### config.mk
export PLATFORM = sky130hd
export DESIGN_NAME = sha1_stream_hasher
export DESIGN_NICKNAME = d
export VERILOG_FILES = /design/src/rtl/sha1sh_pkg.sv /design/src/rtl/sha1sh_round.sv /design/src/rtl/sha1_stream_hasher.sv
export SDC_FILE = /design/constraint.sdc
export NUM_CORES = 2
export LEC_CHECK = 0
export BUFFER_PORTS_ARGS = -buffer_cell sky130_fd_sc_hd__clkbuf_2
export CAP_MARGIN = 5
export CELL_PAD_IN_SITES_DETAIL_PLACEMENT = 2
export CELL_PAD_IN_SITES_GLOBAL_PLACEMENT = 2
export CORE_AREA = 2 2 422 424
export DETAILED_ROUTE_END_ITERATION = 7
export DIE_AREA = 0 0 424 426
export GPL_ROUTABILITY_DRIVEN = 0
export PLACE_DENSITY = 0.71
export REMOVE_ABC_BUFFERS = 1
export SYNTH_ARGS = -nofsm -noshare
export SYNTH_HDL_FRONTEND = slang
export SYNTH_SLANG_ARGS = --single-unit
### constraint.sdc
create_clock -name i_clk -period 20.9 [get_ports i_clk]
set_clock_uncertainty 0.05 [all_clocks]
set_input_delay 2.09 -clock i_clk [delete_from_list [all_inputs] [get_ports i_clk]]
set_output_delay 2.09 -clock i_clk [all_outputs]
set_load 0.02 [all_outputs]
### src/rtl/sha1sh_pkg.sv
// ----------------------------------------------------------------------------
// sha1sh_pkg
// Shared types and constants for the SHA-1 stream hasher.
// ----------------------------------------------------------------------------
package sha1sh_pkg;

    localparam int NUM_CHAIN  = 5;
    localparam int NUM_SCHED  = 16;
    localparam int NUM_ROUNDS = 80;

    localparam logic OP_ABSORB = 1'b0;
    localparam logic OP_FINISH = 1'b1;

    localparam logic [7:0] PAD_MARK      = 8'h80;
    localparam logic [5:0] LEN_FIELD_POS = 6'd56;
    localparam logic [5:0] LAST_BYTE_POS = 6'd63;
    localparam logic [2:0] LAST_WORD_IDX = 3'd4;
    localparam logic [6:0] LAST_ROUND    = 7'(NUM_ROUNDS - 1);

    localparam logic [31:0] H_INIT [NUM_CHAIN] = '{
        32'h67452301, 32'hEFCDAB89, 32'h98BADCFE, 32'h10325476, 32'hC3D2E1F0
    };

    localparam logic [31:0] K_R0 = 32'h5A827999;
    localparam logic [31:0] K_R1 = 32'h6ED9EBA1;
    localparam logic [31:0] K_R2 = 32'h8F1BBCDC;
    localparam logic [31:0] K_R3 = 32'hCA62C1D6;

    typedef struct packed {
        logic [31:0] a;
        logic [31:0] b;
        logic [31:0] c;
        logic [31:0] d;
        logic [31:0] e;
    } t_vars;

    typedef enum logic [2:0] {
        ST_IDLE,
        ST_PAD,
        ST_ROUND,
        ST_FOLD,
        ST_EMIT
    } t_state;

endpackage

### src/rtl/sha1sh_round.sv
// ----------------------------------------------------------------------------
// sha1sh_round
// One SHA-1 round: round function, constant select, the five-input add and
// the next message schedule word.
// ----------------------------------------------------------------------------
module sha1sh_round import sha1sh_pkg::*; (
    input  t_vars       i_vars,
    input  logic [6:0]  i_round,
    input  logic [31:0] i_w0,
    input  logic [31:0] i_w2,
    input  logic [31:0] i_w8,
    input  logic [31:0] i_w13,
    output t_vars       o_vars,
    output logic [31:0] o_w_new
);

    logic [31:0] f;
    logic [31:0] k;
    logic [31:0] x;
    logic [31:0] t;

    always_comb begin
        if (i_round < 7'd20) begin
            f = (i_vars.b & i_vars.c) | (~i_vars.b & i_vars.d);
            k = K_R0;
        end else if (i_round < 7'd40) begin
            f = i_vars.b ^ i_vars.c ^ i_vars.d;
            k = K_R1;
        end else if (i_round < 7'd60) begin
            f = (i_vars.b & i_vars.c) | (i_vars.b & i_vars.d) | (i_vars.c & i_vars.d);
            k = K_R2;
        end else begin
            f = i_vars.b ^ i_vars.c ^ i_vars.d;
            k = K_R3;
        end
    end

    assign t = {i_vars.a[26:0], i_vars.a[31:27]} + f + i_vars.e + i_w0 + k;

    assign o_vars.a = t;
    assign o_vars.b = i_vars.a;
    assign o_vars.c = {i_vars.b[1:0], i_vars.b[31:2]};
    assign o_vars.d = i_vars.c;
    assign o_vars.e = i_vars.d;

    // The schedule is a shift line, so slot zero always holds the word for
    // the current round and the new word enters at the far end.
    assign x       = i_w13 ^ i_w8 ^ i_w2 ^ i_w0;
    assign o_w_new = {x[30:0], x[31]};

endmodule

### src/rtl/sha1_stream_hasher.sv
// Absorb word: taken while idle; the 64th byte of a block starts a compression
// (80 rounds on the shared round unit, then the chaining add).
// Finish word: one padding byte per cycle up to the end of the block, then one
// compression per block (one or two blocks), then five digest words.
// Input stalls while a block is compressed, so the round unit sets the sustained rate.
// Reset (synchronous) loads the initial chaining values and a zero bit count.
// ----------------------------------------------------------------------------
// sha1_stream_hasher
// SHA-1 over a byte stream: byte absorb, padding, compression, digest output.
// ----------------------------------------------------------------------------
module sha1_stream_hasher import sha1sh_pkg::*; (
    input  logic        i_clk,
    input  logic        i_rst_n,
    input  logic        i_valid,
    output logic        o_stall,
    input  logic        i_opcode,
    input  logic [7:0]  i_data_byte,
    output logic        o_valid,
    input  logic        i_stall,
    output logic [31:0] o_digest_word,
    output logic [2:0]  o_word_index,
    output logic        o_last_word
);

    t_state      r_state, n_state;
    logic [31:0] r_chain [NUM_CHAIN];
    logic [31:0] n_chain [NUM_CHAIN];
    logic [31:0] r_sched [NUM_SCHED];
    logic [31:0] n_sched [NUM_SCHED];
    t_vars       r_vars, n_vars;
    logic [63:0] r_bit_count, n_bit_count;
    logic [5:0]  r_pos, n_pos;
    logic        r_fin, n_fin;
    logic        r_final, n_final;
    logic        r_first, n_first;
    logic [6:0]  r_round, n_round;
    logic [2:0]  r_idx, n_idx;

    logic        in_acc;
    logic        out_acc;
    logic        shift_en;
    logic        round_en;
    logic [7:0]  shift_byte;
    logic [7:0]  len_byte;
    logic [5:0]  len_shift;
    t_vars       rnd_vars;
    logic [31:0] w_new;

    sha1sh_round u_round (
        .i_vars  (r_vars),
        .i_round (r_round),
        .i_w0    (r_sched[0]),
        .i_w2    (r_sched[2]),
        .i_w8    (r_sched[8]),
        .i_w13   (r_sched[13]),
        .o_vars  (rnd_vars),
        .o_w_new (w_new)
    );

    assign in_acc  = i_valid && (r_state == ST_IDLE);
    assign out_acc = o_valid && !i_stall;

    // Length bytes go out most significant first at block positions 56..63.
    assign len_shift = {~r_pos[2:0], 3'b000};
    assign len_byte  = 8'(r_bit_count >> len_shift);

    always_comb begin
        n_state     = r_state;
        n_chain     = r_chain;
        n_vars      = r_vars;
        n_bit_count = r_bit_count;
        n_pos       = r_pos;
        n_fin       = r_fin;
        n_final     = r_final;
        n_first     = r_first;
        n_round     = r_round;
        n_idx       = r_idx;
        shift_en    = 1'b0;
        round_en    = 1'b0;
        shift_byte  = i_data_byte;

        case (r_state)
            ST_IDLE: begin
                if (in_acc) begin
                    if (i_opcode == OP_ABSORB) begin
                        shift_en    = 1'b1;
                        n_bit_count = r_bit_count + 64'd8;
                        n_pos       = r_pos + 6'd1;
                    end else begin
                        n_fin   = 1'b1;
                        n_first = 1'b1;
                        n_final = (r_pos < LEN_FIELD_POS);
                        n_state = ST_PAD;
                    end
                end
            end
            ST_PAD: begin
                shift_en = 1'b1;
                if (r_first) begin
                    shift_byte = PAD_MARK;
                end else if (r_final && (r_pos >= LEN_FIELD_POS)) begin
                    shift_byte = len_byte;
                end else begin
                    shift_byte = 8'h00;
                end
                n_first = 1'b0;
                n_pos   = r_pos + 6'd1;
            end
            ST_ROUND: begin
                round_en = 1'b1;
                n_vars   = rnd_vars;
                n_round  = r_round + 7'd1;
                if (r_round == LAST_ROUND) begin
                    n_state = ST_FOLD;
                end
            end
            ST_FOLD: begin
                n_chain[0] = r_chain[0] + r_vars.a;
                n_chain[1] = r_chain[1] + r_vars.b;
                n_chain[2] = r_chain[2] + r_vars.c;
                n_chain[3] = r_chain[3] + r_vars.d;
                n_chain[4] = r_chain[4] + r_vars.e;
                if (!r_fin) begin
                    n_state = ST_IDLE;
                end else if (r_final) begin
                    n_idx   = 3'd0;
                    n_state = ST_EMIT;
                end else begin
                    // Padding spilled past byte 55: one more block of zeros
                    // and the length follows.
                    n_final = 1'b1;
                    n_state = ST_PAD;
                end
            end
            ST_EMIT: begin
                if (out_acc) begin
                    if (r_idx == LAST_WORD_IDX) begin
                        n_chain     = H_INIT;
                        n_bit_count = 64'd0;
                        n_pos       = 6'd0;
                        n_fin       = 1'b0;
                        n_state     = ST_IDLE;
                    end else begin
                        n_idx = r_idx + 3'd1;
                    end
                end
            end
            default: begin
                n_state = ST_IDLE;
            end
        endcase

        // The byte that fills a block starts the compression.
        if (shift_en && (r_pos == LAST_BYTE_POS)) begin
            n_state = ST_ROUND;
            n_round = 7'd0;
            n_vars  = '{a: r_chain[0], b: r_chain[1], c: r_chain[2],
                        d: r_chain[3], e: r_chain[4]};
        end
    end

    always_comb begin
        n_sched = r_sched;
        if (shift_en) begin
            for (int i = 0; i < NUM_SCHED - 1; i++) begin
                n_sched[i] = {r_sched[i][23:0], r_sched[i + 1][31:24]};
            end
            n_sched[NUM_SCHED - 1] = {r_sched[NUM_SCHED - 1][23:0], shift_byte};
        end else if (round_en) begin
            for (int i = 0; i < NUM_SCHED - 1; i++) begin
                n_sched[i] = r_sched[i + 1];
            end
            n_sched[NUM_SCHED - 1] = w_new;
        end
    end

    always_ff @(posedge i_clk) begin
        if (!i_rst_n) begin
            r_state     <= ST_IDLE;
            r_chain     <= H_INIT;
            r_bit_count <= 64'd0;
            r_pos       <= 6'd0;
            r_fin       <= 1'b0;
            r_final     <= 1'b0;
            r_first     <= 1'b0;
            r_round     <= 7'd0;
            r_idx       <= 3'd0;
        end else begin
            r_state     <= n_state;
            r_chain     <= n_chain;
            r_bit_count <= n_bit_count;
            r_pos       <= n_pos;
            r_fin       <= n_fin;
            r_final     <= n_final;
            r_first     <= n_first;
            r_round     <= n_round;
            r_idx       <= n_idx;
        end
    end

    always_ff @(posedge i_clk) begin
        r_sched <= n_sched;
        r_vars  <= n_vars;
    end

    assign o_stall       = (r_state != ST_IDLE);
    assign o_valid       = (r_state == ST_EMIT);
    assign o_digest_word = r_chain[r_idx];
    assign o_word_index  = r_idx;
    assign o_last_word   = (r_idx == LAST_WORD_IDX);

endmodule

==> impl_metrics.tcl <==
set metrics [dict create \
    status "completed" \
    num_rows 154 \
    relSlewSlack_pct 25.2 \
    r2r-start "r_round[4]$_SDFFE_PP0P_" \
    first_iter_violations 2268 \
    die_h_um 426 \
    antenna_left 0 \
    synthTopCellsByCount "nand2_1, edfxtp_1, inv_1, o21ai_0, nor2_1" \
    maxCapViolCount 0 \
    path_max_fanout 73 \
    cp_top_family "buffers and inverters" \
    core_um2 176000 \
    synth.yosys.seq_area_share_pct 47.6 \
    min_from "r_bit_count[53]$_SDFFE_PN0P_" \
    startpoint "i_stall" \
    syn_area_um2 52600 \
    post_synth_inst_count 5688 \
    fmaxAchievable_mhz 148 \
    die_area_um2 181000 \
    postCtsSetupRepairBufs 0 \
    p_leak_nw 24.3 \
    yosys-top-cells-area "edfxtp_1, nand2_1, dfxtp_1" \
    synthArstFlopShare_pct 0 \
    whs_ns 0.453 \
    comb_power_share_pct 13.1 \
    layout_worst_path_cycle_share_pct 32.4 \
    avgSynthCellArea_um2 9.25 \
    cp.required_ns 21.20 \
    layout_min_cycle_time_ns 6.77 \
    cts_max_level 3 \
    crit_top_cell "buf_4" \
    grt_overflow 0 \
    rsz0062_at_grt "no" \
    p_seq_share_pct 46.5 \
    grt_max_degree 196 \
    cts_tree "yes" \
    cts.clk_slew.worst_paths_ns 0.06 \
    grt_usage_pct 19.8 \
    worst_pin_slew_ns 1.12 \
    synthDistinctLibCells 91 \
    firstDrtPassIters 5 \
    drv_slew 0 \
    grt_pass1_vias 44900 \
    die_x_um 424 \
    antenna_found_initial 5 \
    cts-root-buf "clkbuf_16" \
    fillCellCount 19500 \
    power_density_nw_per_um2 81.1 \
    drt-total-wl_mm 179 \
    critPathKind "input port to flip-flop" \
    clkLatencyLatePin_ns 0.78 \
    hold_path.class "flip-flop to flip-flop" \
    cts.sinks 915 \
    cts_buffers 112 \
    io_buffers 50 \
    io_pins 51 \
    start_kind "input port" \
    arrival_ns 7.07 \
    fin_nets 5999 \
    areaGrowthSynthToFinish_pct 12.1 \
    synth_edf_count 672 \
    finalHoldViolCount 0 \
    yosysMostFrequentCell "nand2_1" \
    clock_power_share_pct 40.3 \
    start_util_pct 29.9 \
    ir_worst_vdd_v 0.0000679 \
    endpoint_kind "flip-flop" \
    p_total_mw 4.78 \
    layout-drive-gt1-share_pct 6.13 \
    critPathMaxStageDelay_ns 0.86 \
    wl_per_cell_um 22.2 \
    num_vias 41200 \
    ctsHoldBuffers 0 \
    dp_hpwl_mm 125 \
    fin_tns_setup_ns 0 \
    netSwitchingFraction_pct 27.8 \
    clk_path_buf_depth 3 \
    drc 0 \
    yosys_warnings 0 \
    cp_num_buf_inv 4 \
    setup_viol_count_final 0 \
    yosys.area.top_type_share_pct 38.4 \
    p_int_mw 3.45 \
    yosys.area.top_type "edfxtp_1" \
    postCtsResizedCells 0 \
    worstPathCellList "clkbuf_2 -> nand4b_1 -> o21ai_2 -> o21ai_0 -> nor2_1 -> nand2_4 -> nand2_4 -> buf_4 -> buf_4 -> buf_4" \
    critical_path.slowest_cell "nand2_4" \
    grt_pass1_wl_mm 277 \
    ys_ff_latch 915 \
    vias_per_cell 5.08 \
    diodes 0 \
    p_sw_mw 1.33 \
    ys.flop_type "edfxtp_1" \
]
cell usage in the layout, fill, tap and decap left out, types with 29 or more instances in the layout:
master | netlist | final
edfxtp_1 | 672 | 672
a22oi_1 | 38 | 38
clkbuf_2 | 0 | 49
nand2b_1 | 30 | 30
nor3_1 | 38 | 37
o22ai_1 | 59 | 58
xor2_1 | 101 | 101
buf_4 | 0 | 53
clkbuf_16 | 0 | 116
a21oi_1 | 238 | 237
nor2b_1 | 73 | 73
xnor2_1 | 217 | 217
ha_1 | 207 | 207
fa_1 | 117 | 117
nand3_1 | 47 | 47
dfxtp_1 | 243 | 240
o21ai_0 | 256 | 256
clkbuf_1 | 215 | 34
a21o_1 | 89 | 89
o21bai_1 | 29 | 29
inv_1 | 311 | 311
mux2i_1 | 66 | 66
nor2_1 | 251 | 250
nand2_1 | 1959 | 1955
mux4_2 | 37 | 37
and3_1 | 39 | 39
or3_1 | 35 | 35
power by group through the flow:
stage	clock network, mW	registers, mW	logic (mW)
floorplan	0	2.27	0.560
global placement	0	2.26	0.604
detailed placement	0	2.26	0.634
CTS	1.99	2.23	0.643
global route	2.06	2.24	0.720
finish	1.93	2.22	0.628
layout make-up:
cell class	instances	area, um^2	share of cell area [%]
multi-input cells	4216	25500	43.3
flip-flops and latches	915	25000	42.5
clock inverters	47	353	0.599
inverters	313	1170	1.99
clock buffers	164	3220	5.47
well taps	2340	2930	4.97
repair buffers	104	683	1.16
worst reg2reg max path, cell delays in order (launching register included):
cell	delay (ns)
dfxtp_1	0.48
a41oi_2	0.47
nand2_1	0.23
buf_4	0.40
inv_2	0.45
a221oi_1	0.59
fa_1	0.50
inv_1	0.07
ha_1	0.17
inv_1	0.06
fa_1	0.41
nor2b_1	0.16
o21a_1	0.18
o21ai_0	0.13
a2111o_1	0.42
a31oi_1	0.46
a21oi_1	0.21
a31oi_1	0.29
a21oi_1	0.13
xnor2_1	0.19
o21ai_0	0.10
cells by family after synthesis:
kind of cell | after synthesis | synth area share, %
adder cells (fa/ha/maj) | 324 | 9.38
AND/OR/NAND/NOR | 2561 | 19.9
multiplexers | 104 | 2.86
buffers and inverters | 557 | 4.01
AO/OA/AOI/OAI | 909 | 10.9
flip-flops | 915 | 47.6
XOR/XNOR | 318 | 5.30
worst paths after layout:
path | depth (start not counted) | slack, ns | end
max | 10 | 14.13 | r_sched[332]$_DFFE_PP_
min | 2 | 0.45 | r_bit_count[53]$_SDFFE_PN0P_
max reg2reg | 20 | 14.46 | r_vars[159]$_DFFE_PP_
min reg2reg | 2 | 0.45 | r_bit_count[53]$_SDFFE_PN0P_
flip-flops by register name, indices dropped and copies added (netlist names), 3 cells and up:
register and flops:
r_sched 512, r_round 7, r_vars 160, r_state 3
r_bit_count 61, r_chain 160, o_word_index 3, r_pos 6
through the flow:
step | cells | utilization [%] | area [um^2] | worst slack (ns)
finish | 8099 | 33.5 | 58900 | 14.13
global placement | 7888 | 31.5 | 55400 | 13.43
detailed placement | 7888 | 31.5 | 55400 | 13.32
floorplan | 5444 | - | 51700 | -24.38
global route | 8099 | 33.5 | 58900 | 13.69
CTS | 8099 | 33.5 | 58900 | 14.10
per-layer routing:
metal	share of wire [%]	vias up	wire [um]	track usage, %
li1	-	19300	-	-
met1	45	21200	80800	25.5
met2	50	492	88900	34.6
met3	2.6	212	4700	2.07
met4	2.8	0	5090	6.14
met5	0	-	0	0
No activity file was read; power rests on OpenSTA's default activity.
